$ cat config.mk
export PLATFORM = sky130hd
export DESIGN_NAME = tcp_client_connection_fsm
export DESIGN_NICKNAME = d
export VERILOG_FILES = /design/src/rtl/tcpc_pkg.sv /design/src/rtl/tcp_client_connection_fsm.sv /design/src/rtl/tcpc_step.sv
export SDC_FILE = /design/constraint.sdc
export NUM_CORES = 1
export LEC_CHECK = 0
export BUFFER_PORTS_ARGS = -buffer_cell sky130_fd_sc_hd__buf_2
export CORE_UTILIZATION = 30
export DETAILED_ROUTE_END_ITERATION = 16
export PLACE_DENSITY = 0.51
export RECOVER_POWER = 25
export SLEW_MARGIN = 15
export SYNTH_ARGS = -nofsm -noshare
export SYNTH_HDL_FRONTEND = slang
export SYNTH_SLANG_ARGS = --single-unit
$ cat constraint.sdc
create_clock -name aclk -period 3.79 [get_ports aclk]
set_clock_uncertainty 0.15 [all_clocks]
set_input_delay 0.1895 -clock aclk [delete_from_list [all_inputs] [get_ports aclk]]
set_output_delay 0.1895 -clock aclk [all_outputs]
set_load 0.02 [all_outputs]
$ cat src/rtl/tcpc_pkg.sv
`timescale 1ns / 1ps
// ----------------------------------------------------------------------------
// tcpc_pkg
// Types and codes shared by the TCP client connection state machine.
// ----------------------------------------------------------------------------
package tcpc_pkg;

    localparam int SEQ_W     = 32;
    localparam int LEN_W     = 16;
    localparam int S_TDATA_W = 56;
    localparam int S_TUSER_W = 2;
    localparam int M_TDATA_W = 72;
    localparam int M_TUSER_W = 3;

    typedef enum logic [1:0] {
        CMD_CONNECT = 2'd0,
        CMD_CLOSE   = 2'd1,
        CMD_SEND    = 2'd2,
        CMD_SEGMENT = 2'd3
    } cmd_t;

    typedef enum logic [2:0] {
        PH_CLOSED    = 3'd0,
        PH_SYN_SENT  = 3'd1,
        PH_ESTAB     = 3'd2,
        PH_FIN_WAIT1 = 3'd3,
        PH_FIN_WAIT2 = 3'd4,
        PH_CLOSING   = 3'd5,
        PH_TIME_WAIT = 3'd6
    } phase_t;

    typedef enum logic [2:0] {
        TX_NONE   = 3'd0,
        TX_SYN    = 3'd1,
        TX_FIN    = 3'd2,
        TX_DATA   = 3'd3,
        TX_ACK    = 3'd4,
        TX_FINACK = 3'd5
    } tx_kind_t;

    typedef enum logic [1:0] {
        EV_NONE      = 2'd0,
        EV_CONNECTED = 2'd1,
        EV_MESSAGE   = 2'd2,
        EV_CLOSED    = 2'd3
    } event_t;

    typedef struct packed {
        cmd_t             cmd;
        logic [SEQ_W-1:0] rx_seq;
        logic [LEN_W-1:0] length;
        logic             rx_syn;
        logic             rx_ack;
        logic             rx_fin;
    } item_t;

    typedef struct packed {
        phase_t           phase;
        logic [SEQ_W-1:0] send_seq;
        logic [SEQ_W-1:0] ack_number;
    } ctx_t;

    typedef struct packed {
        tx_kind_t         tx_kind;
        logic [SEQ_W-1:0] tx_seq;
        logic [SEQ_W-1:0] tx_ack_num;
        phase_t           conn_state;
        event_t           event_res;
        logic             protocol_error;
    } result_t;

endpackage

$ cat src/rtl/tcp_client_connection_fsm.sv
`timescale 1ns / 1ps
// ----------------------------------------------------------------------------
// tcp_client_connection_fsm
// Active-open TCP connection header logic: phase, send sequence and
// acknowledge number, one result per request.
// ----------------------------------------------------------------------------
//  Channel  | Ports                          | Contents
//  ---------+--------------------------------+-------------------------------
//  request  | s_tvalid s_tready s_tdata/user | command and segment header
//  result   | m_tvalid m_tready m_tdata/user | segment to send, phase, event
//  config   | cfg_wr_en cfg_wr_data          | initial send sequence number
//
//  One request per cycle sustained while the result side is ready; a stalled
//  result holds the request. A taken request loads the input register, which
//  then feeds the result register. The single-pass context update with its
//  32-bit sequence adder sets this rate.
//  Reset clears the phase, the sequence and acknowledge numbers and both
//  valid flags. A stalled result holds the input stage; s_tready stays high
//  while the input stage is empty or moving.
// ----------------------------------------------------------------------------
module tcp_client_connection_fsm (
    input  logic                            aclk,
    input  logic                            aresetn,
    input  logic                            cfg_wr_en,
    input  logic [tcpc_pkg::SEQ_W-1:0]      cfg_wr_data,
    input  logic                            s_tvalid,
    output logic                            s_tready,
    // [31:0] rx_seq, [47:32] length, [48] rx_syn, [49] rx_ack, [50] rx_fin
    input  logic [tcpc_pkg::S_TDATA_W-1:0]  s_tdata,
    // [1:0] cmd
    input  logic [tcpc_pkg::S_TUSER_W-1:0]  s_tuser,
    output logic                            m_tvalid,
    input  logic                            m_tready,
    // [31:0] tx_seq, [63:32] tx_ack_num, [66:64] conn_state,
    // [68:67] event_res, [69] protocol_error
    output logic [tcpc_pkg::M_TDATA_W-1:0]  m_tdata,
    // [2:0] tx_kind
    output logic [tcpc_pkg::M_TUSER_W-1:0]  m_tuser
);

    tcpc_pkg::item_t   item_reg;
    logic              in_valid_reg;
    tcpc_pkg::ctx_t    ctx_reg;
    tcpc_pkg::ctx_t    ctx_next;
    tcpc_pkg::result_t res_next;
    tcpc_pkg::result_t res_reg;
    logic              out_valid_reg;
    logic              advance;

    assign advance  = in_valid_reg && (!out_valid_reg || m_tready);
    assign s_tready = !in_valid_reg || advance;

    always_ff @(posedge aclk) begin
        if (!aresetn) begin
            in_valid_reg <= 1'b0;
        end else if (s_tready) begin
            in_valid_reg <= s_tvalid;
        end
    end

    always_ff @(posedge aclk) begin
        if (s_tvalid && s_tready) begin
            item_reg.cmd    <= tcpc_pkg::cmd_t'(s_tuser[1:0]);
            item_reg.rx_seq <= s_tdata[31:0];
            item_reg.length <= s_tdata[47:32];
            item_reg.rx_syn <= s_tdata[48];
            item_reg.rx_ack <= s_tdata[49];
            item_reg.rx_fin <= s_tdata[50];
        end
    end

    tcpc_step u_step (
        .item     (item_reg),
        .ctx      (ctx_reg),
        .ctx_next (ctx_next),
        .res      (res_next)
    );

    // A configuration write seeds the send sequence
    always_ff @(posedge aclk) begin
        if (!aresetn) begin
            ctx_reg.phase      <= tcpc_pkg::PH_CLOSED;
            ctx_reg.send_seq   <= '0;
            ctx_reg.ack_number <= '0;
        end else if (cfg_wr_en) begin
            ctx_reg.send_seq   <= cfg_wr_data;
        end else if (advance) begin
            ctx_reg            <= ctx_next;
        end
    end

    always_ff @(posedge aclk) begin
        if (!aresetn) begin
            out_valid_reg <= 1'b0;
        end else if (advance) begin
            out_valid_reg <= 1'b1;
        end else if (m_tready) begin
            out_valid_reg <= 1'b0;
        end
    end

    always_ff @(posedge aclk) begin
        if (advance) begin
            res_reg <= res_next;
        end
    end

    assign m_tvalid = out_valid_reg;
    assign m_tuser  = res_reg.tx_kind;
    assign m_tdata  = {2'b00, res_reg.protocol_error, res_reg.event_res,
                       res_reg.conn_state, res_reg.tx_ack_num, res_reg.tx_seq};

endmodule

$ cat src/rtl/tcpc_step.sv
`timescale 1ns / 1ps
// ----------------------------------------------------------------------------
// tcpc_step
// Single-pass update of the connection context for one request: next phase,
// sequence and acknowledge numbers, and the result item.
// ----------------------------------------------------------------------------
module tcpc_step (
    input  tcpc_pkg::item_t   item,
    input  tcpc_pkg::ctx_t    ctx,
    output tcpc_pkg::ctx_t    ctx_next,
    output tcpc_pkg::result_t res
);

    tcpc_pkg::phase_t             phase_next;
    tcpc_pkg::tx_kind_t           kind;
    tcpc_pkg::event_t             ev;
    logic                         err;
    logic [tcpc_pkg::SEQ_W-1:0]   new_ack;
    logic [tcpc_pkg::SEQ_W-1:0]   seq_incr;
    logic                         len_nz;

    assign len_nz  = (item.length != '0);
    assign new_ack = item.rx_seq + (len_nz ?
                     {{(tcpc_pkg::SEQ_W-tcpc_pkg::LEN_W){1'b0}}, item.length} :
                     tcpc_pkg::SEQ_W'(1));

    // Next phase; unexpected segments fall through and hold the phase
    always_comb begin
        phase_next = ctx.phase;
        case (item.cmd)
            tcpc_pkg::CMD_CONNECT: phase_next = tcpc_pkg::PH_SYN_SENT;
            tcpc_pkg::CMD_CLOSE:   phase_next = tcpc_pkg::PH_FIN_WAIT1;
            tcpc_pkg::CMD_SEND:    phase_next = ctx.phase;
            tcpc_pkg::CMD_SEGMENT: begin
                case (ctx.phase)
                    tcpc_pkg::PH_SYN_SENT: begin
                        if (item.rx_syn && item.rx_ack) phase_next = tcpc_pkg::PH_ESTAB;
                    end
                    tcpc_pkg::PH_ESTAB: begin
                        if (!len_nz && item.rx_fin) phase_next = tcpc_pkg::PH_CLOSING;
                    end
                    tcpc_pkg::PH_FIN_WAIT1: begin
                        if (item.rx_ack && item.rx_fin) phase_next = tcpc_pkg::PH_CLOSED;
                        else if (item.rx_ack)           phase_next = tcpc_pkg::PH_FIN_WAIT2;
                        else if (item.rx_fin)           phase_next = tcpc_pkg::PH_CLOSING;
                    end
                    tcpc_pkg::PH_FIN_WAIT2: begin
                        if (item.rx_fin) phase_next = tcpc_pkg::PH_CLOSED;
                    end
                    tcpc_pkg::PH_CLOSING: begin
                        if (item.rx_ack) phase_next = tcpc_pkg::PH_CLOSED;
                    end
                    default: phase_next = ctx.phase;
                endcase
            end
            default: phase_next = ctx.phase;
        endcase
    end

    // Segment kind, event and error flag
    always_comb begin
        kind = tcpc_pkg::TX_NONE;
        ev   = tcpc_pkg::EV_NONE;
        err  = 1'b0;
        case (item.cmd)
            tcpc_pkg::CMD_CONNECT: kind = tcpc_pkg::TX_SYN;
            tcpc_pkg::CMD_CLOSE:   kind = tcpc_pkg::TX_FIN;
            tcpc_pkg::CMD_SEND:    kind = tcpc_pkg::TX_DATA;
            tcpc_pkg::CMD_SEGMENT: begin
                case (ctx.phase)
                    tcpc_pkg::PH_SYN_SENT: begin
                        if (item.rx_syn && item.rx_ack) begin
                            kind = tcpc_pkg::TX_ACK;
                            ev   = tcpc_pkg::EV_CONNECTED;
                        end else begin
                            err = 1'b1;
                        end
                    end
                    tcpc_pkg::PH_ESTAB: begin
                        // data wins over a FIN in the same segment
                        if (len_nz) begin
                            kind = tcpc_pkg::TX_ACK;
                            ev   = tcpc_pkg::EV_MESSAGE;
                        end else if (item.rx_fin) begin
                            kind = tcpc_pkg::TX_FINACK;
                        end else if (!item.rx_ack) begin
                            err = 1'b1;
                        end
                    end
                    tcpc_pkg::PH_FIN_WAIT1: begin
                        if (item.rx_ack && item.rx_fin) begin
                            kind = tcpc_pkg::TX_ACK;
                            ev   = tcpc_pkg::EV_CLOSED;
                        end else if (item.rx_ack) begin
                            kind = tcpc_pkg::TX_NONE;
                        end else if (item.rx_fin) begin
                            kind = tcpc_pkg::TX_ACK;
                        end else begin
                            err = 1'b1;
                        end
                    end
                    tcpc_pkg::PH_FIN_WAIT2: begin
                        if (item.rx_fin) begin
                            kind = tcpc_pkg::TX_ACK;
                            ev   = tcpc_pkg::EV_CLOSED;
                        end else begin
                            err = 1'b1;
                        end
                    end
                    tcpc_pkg::PH_CLOSING: begin
                        if (item.rx_ack) ev = tcpc_pkg::EV_CLOSED;
                        else             err = 1'b1;
                    end
                    default: kind = tcpc_pkg::TX_NONE;
                endcase
            end
            default: kind = tcpc_pkg::TX_NONE;
        endcase
    end

    // Sequence space used by this request
    always_comb begin
        case (item.cmd)
            tcpc_pkg::CMD_CONNECT: seq_incr = tcpc_pkg::SEQ_W'(1);
            tcpc_pkg::CMD_CLOSE:   seq_incr = tcpc_pkg::SEQ_W'(1);
            tcpc_pkg::CMD_SEND:
                seq_incr = {{(tcpc_pkg::SEQ_W-tcpc_pkg::LEN_W){1'b0}}, item.length};
            tcpc_pkg::CMD_SEGMENT:
                seq_incr = (kind == tcpc_pkg::TX_FINACK) ? tcpc_pkg::SEQ_W'(1) : '0;
            default: seq_incr = '0;
        endcase
    end

    always_comb begin
        ctx_next.phase      = phase_next;
        ctx_next.send_seq   = ctx.send_seq + seq_incr;
        ctx_next.ack_number = ctx.ack_number;
        res.tx_kind         = kind;
        res.conn_state      = phase_next;
        res.event_res       = ev;
        res.protocol_error  = err;
        res.tx_seq          = ctx.send_seq;
        res.tx_ack_num      = ctx.ack_number;
        case (item.cmd)
            tcpc_pkg::CMD_CONNECT: res.tx_ack_num = '0;
            tcpc_pkg::CMD_CLOSE:   res.tx_ack_num = ctx.ack_number;
            tcpc_pkg::CMD_SEND:    res.tx_ack_num = ctx.ack_number;
            tcpc_pkg::CMD_SEGMENT: begin
                if (!err) ctx_next.ack_number = new_ack;
                if (kind == tcpc_pkg::TX_NONE) begin
                    res.tx_seq     = '0;
                    res.tx_ack_num = '0;
                end else begin
                    res.tx_ack_num = new_ack;
                end
            end
            default: res.tx_ack_num = ctx.ack_number;
        endcase
    end

endmodule

==> results.py <==
metrics = {
    "run_status": {
        "status": "finished, violations left",
        "violations": "negative setup slack",
    },
    "floorplanning": {
        "initial_utilization": 0.305,
        "die_x_um": 184,
        "row_count": 66,
        "dieArea_mm2": 0.0338,
        "io_pins": 172,
        "core_area_mm2": 0.0325,
        "die_y_um": 184,
    },
    "pwr": {
        "p_switching_mw": 1.40,
        "vdd_drop_max_v": 0.000315,
        "total_power_mw": 4.99,
        "p_per_area_mw_per_mm2": 382,
        "pwr-share-clk": 0.343,
        "p_leak_nw": 4.95,
        "switching_share": 0.280,
        "power.internal_mw": 3.59,
        "p_seq_frac": 0.491,
        "combPwrFrac": 0.166,
    },
    "layout": {
        "n_fill_cell": 3259,
        "largest_reg_flops": 70,
        "final_common_cell": "edfxtp_1",
        "drive_gt1_frac": 0.201,
        "stdcell_count": 1697,
        "nets": 1371,
        "area_delta_synth_final_pct": 31.8,
        "final_cell_mix": "edfxtp_1 (126), buf_2 (106), a21oi_1 (88)",
    },
    "global_route": {
        "grt_max_degree": 54,
        "grt_util_all_layers": 0.170,
        "antenna_found_initial": 5,
        "grt_pass1_wl_um": 43900,
        "grt_overflow": 0,
        "grt_pass1_vias": 7893,
    },
    "routing": {
        "vias": 8072,
        "vias_per_cell": 4.76,
        "m1WireLength_um": 13000,
        "wl_met3_um": 1320,
        "wl_per_cell_um": 16.6,
        "drt_iter0_markers": 522,
        "route.detailed.drc": 0,
        "wl_met2_um": 13400,
        "routed_wl_um": 28100,
        "firstDrtPassIters": 5,
        "topRoutingLayerUsed": "met5",
        "drtAntennaViolNets": 0,
    },
    "clock_network": {
        "cts_made_buffers": 17,
        "cts_tree": "done",
        "clock_sinks": 195,
        "clock_latency_ps": 450,
        "cts_buffer_depth": 2,
        "htreeDepth": 4,
        "clk_pin_slew_ps": 80,
        "cts_root_buf": "clkbuf_16",
    },
    "placement": {
        "gp_congestion": 0.886,
        "io_buffers": 164,
        "dp_hpwl_um": 20200,
        "dp_cells": 1563,
    },
    "synthesis": {
        "yosysTopAreaCellShare": 0.382,
        "yosysWarningCount": 0,
        "synth.area.top_cells": "edfxtp_1 (38%), dfxtp_1 (14%), ha_1 (4.5%)",
        "synth_edf_count": 126,
        "syn_area_mm2": 0.00991,
        "ys.flop_type": "edfxtp_1",
        "synthArstFlopShare": 0,
        "synth_sequential_area_ratio": 0.521,
        "synth_seq_cells": 195,
        "postSynthAreaPerCell_um2": 10.4,
        "synth_top_area_cell": "edfxtp_1",
        "postSynthCellCount": 954,
        "synth_cell_types": 71,
    },
    "worst_setup_path": {
        "endpoint_kind": "flip-flop",
        "critPathArrivalTime_ps": 3980,
        "crit_type": "reg2reg",
        "slowest_stage": "edfxtp_1",
        "crit_path_max_incr_delay_ps": 410,
        "path_delay_family": "compound AO/OA/AOI/OAI gates",
        "required_ps": 3970,
        "crit_path_start_kind": "flip-flop",
        "path_max_fanout": 6,
        "cp_num_buf_inv": 2,
        "path_cells": "nor4_2, buf_4, nand4_1, a211oi_2, nor3_2, a221o_1, ha_2, fa_2, a211oi_4, o21ai_2, a31oi_2, nor3_2, nor2_1, buf_4, nor3_1, o311a_1",
    },
    "sta": {
        "setup_viol": 1,
        "max_freq_mhz": 263,
        "rsz0062_at_grt": "yes",
        "finalHoldViolations": 0,
        "setup_slack_ps": -6.38,
        "fin_crit_sh": 1.00,
        "slew_viol_final": 0,
        "hold_ws_ps": 153,
        "slew_headroom": 0.426,
        "finalCriticalPeriod_ps": 3800,
        "finalSetupTns_ps": -6.38,
        "tightest_slew_ps": 861,
    },
    "run": {
        "maxCapViolations": 0,
    },
    "min_path": {
        "hold_path_class": "in2reg",
    },
}
cells by family after synthesis:
group	Yosys count	share of synthesized area
AOI/OAI and AO/OA	279	0.179
and+or+nand+nor	296	0.157
muxes	14	0.0141
DFF	195	0.521
xor gates and xnor gates	47	0.0415
buffers and inverters	84	0.0372
other	1	0.000378
adders and majority gates	38	0.0495
final cells by class:
class	count	area, µm²	share of cell area
Clock inverter	13	103	0.00785
Clock buffer	19	433	0.0331
Multi-Input combinational cell	676	4490	0.344
Tap cell	442	553	0.0423
Timing Repair Buffer	332	2250	0.172
Sequential cell	195	5160	0.395
Inverter	16	61.3	0.00469
Antenna cell	4	10.0	0.000766
worst min-delay path, delay by kind of cell:
kind	cells	cell delay (ps)
compound gates	2	400
buf+inv	1	100
per-stage QoR:
stage                      util  instance area [µm²]  setup slack (ps)
after CTS                 0.400                13000              -132
after floorplan               -                 9930              1.98
after global routing      0.402                13100              -165
after detailed placement  0.355                11500              -195
after global placement    0.355                11500              -152
final                     0.402                13100             -6.38
repair_timing:
item | in CTS | in global routing
gates resized for setup | 11 | 13
hold endpoints to repair | 86 | 0
setup endpoints to repair | 13 | 43
hold buffers | 87 | 0
setup buffers | 6 | 5
pin swaps | 14 | 16
worst paths after layout:
kind,from,depth (start not counted),slack (ps),endpoint
max,item_reg[5],16,-6,ctx_reg[54]
min,cfg_wr_data[31],3,150,ctx_reg[63]
max reg2reg,item_reg[5],16,-6,ctx_reg[54]
min reg2reg,ctx_reg[11],2,320,ctx_reg[11]
synth_stat cells (all sizes together), types with 4 or more instances:
cell     instances
edfxtp         126
a21oi           89
o21ai           75
nand2           72
dfxtp           69
and2            51
clkbuf          51
nor2            46
ha              36
xnor2           26
nor2b           25
nand3           22
xor2            21
nor3            18
buf             17
a21o            16
inv             16
mux2i           14
a31oi           13
a211oi          12
nand2b          12
a22oi           11
nand4           11
and3             8
o211ai           8
o21a             8
nor4             7
and4             6
o21bai           6
o311a            6
or3              6
o2111ai          5
a21boi           4
layer usage:
layer  vias to the layer above  track usage
li1                       4072            -
met1                      3778        0.225
met2                       204        0.282
met3                        16       0.0361
met4                         2       0.0433
met5                         -            0
power by group through the flow:
stage | Clock (mW) | Sequential (mW) | Combinational, mW
after global placement | 0 | 2.50 | 0.747
after detailed placement | 0 | 2.50 | 0.750
after floorplan | 0 | 2.54 | 0.432
after CTS | 1.78 | 2.45 | 0.831
final | 1.71 | 2.45 | 0.827
after global routing | 1.86 | 2.46 | 0.911
Power figures use the tool's default switching activity.
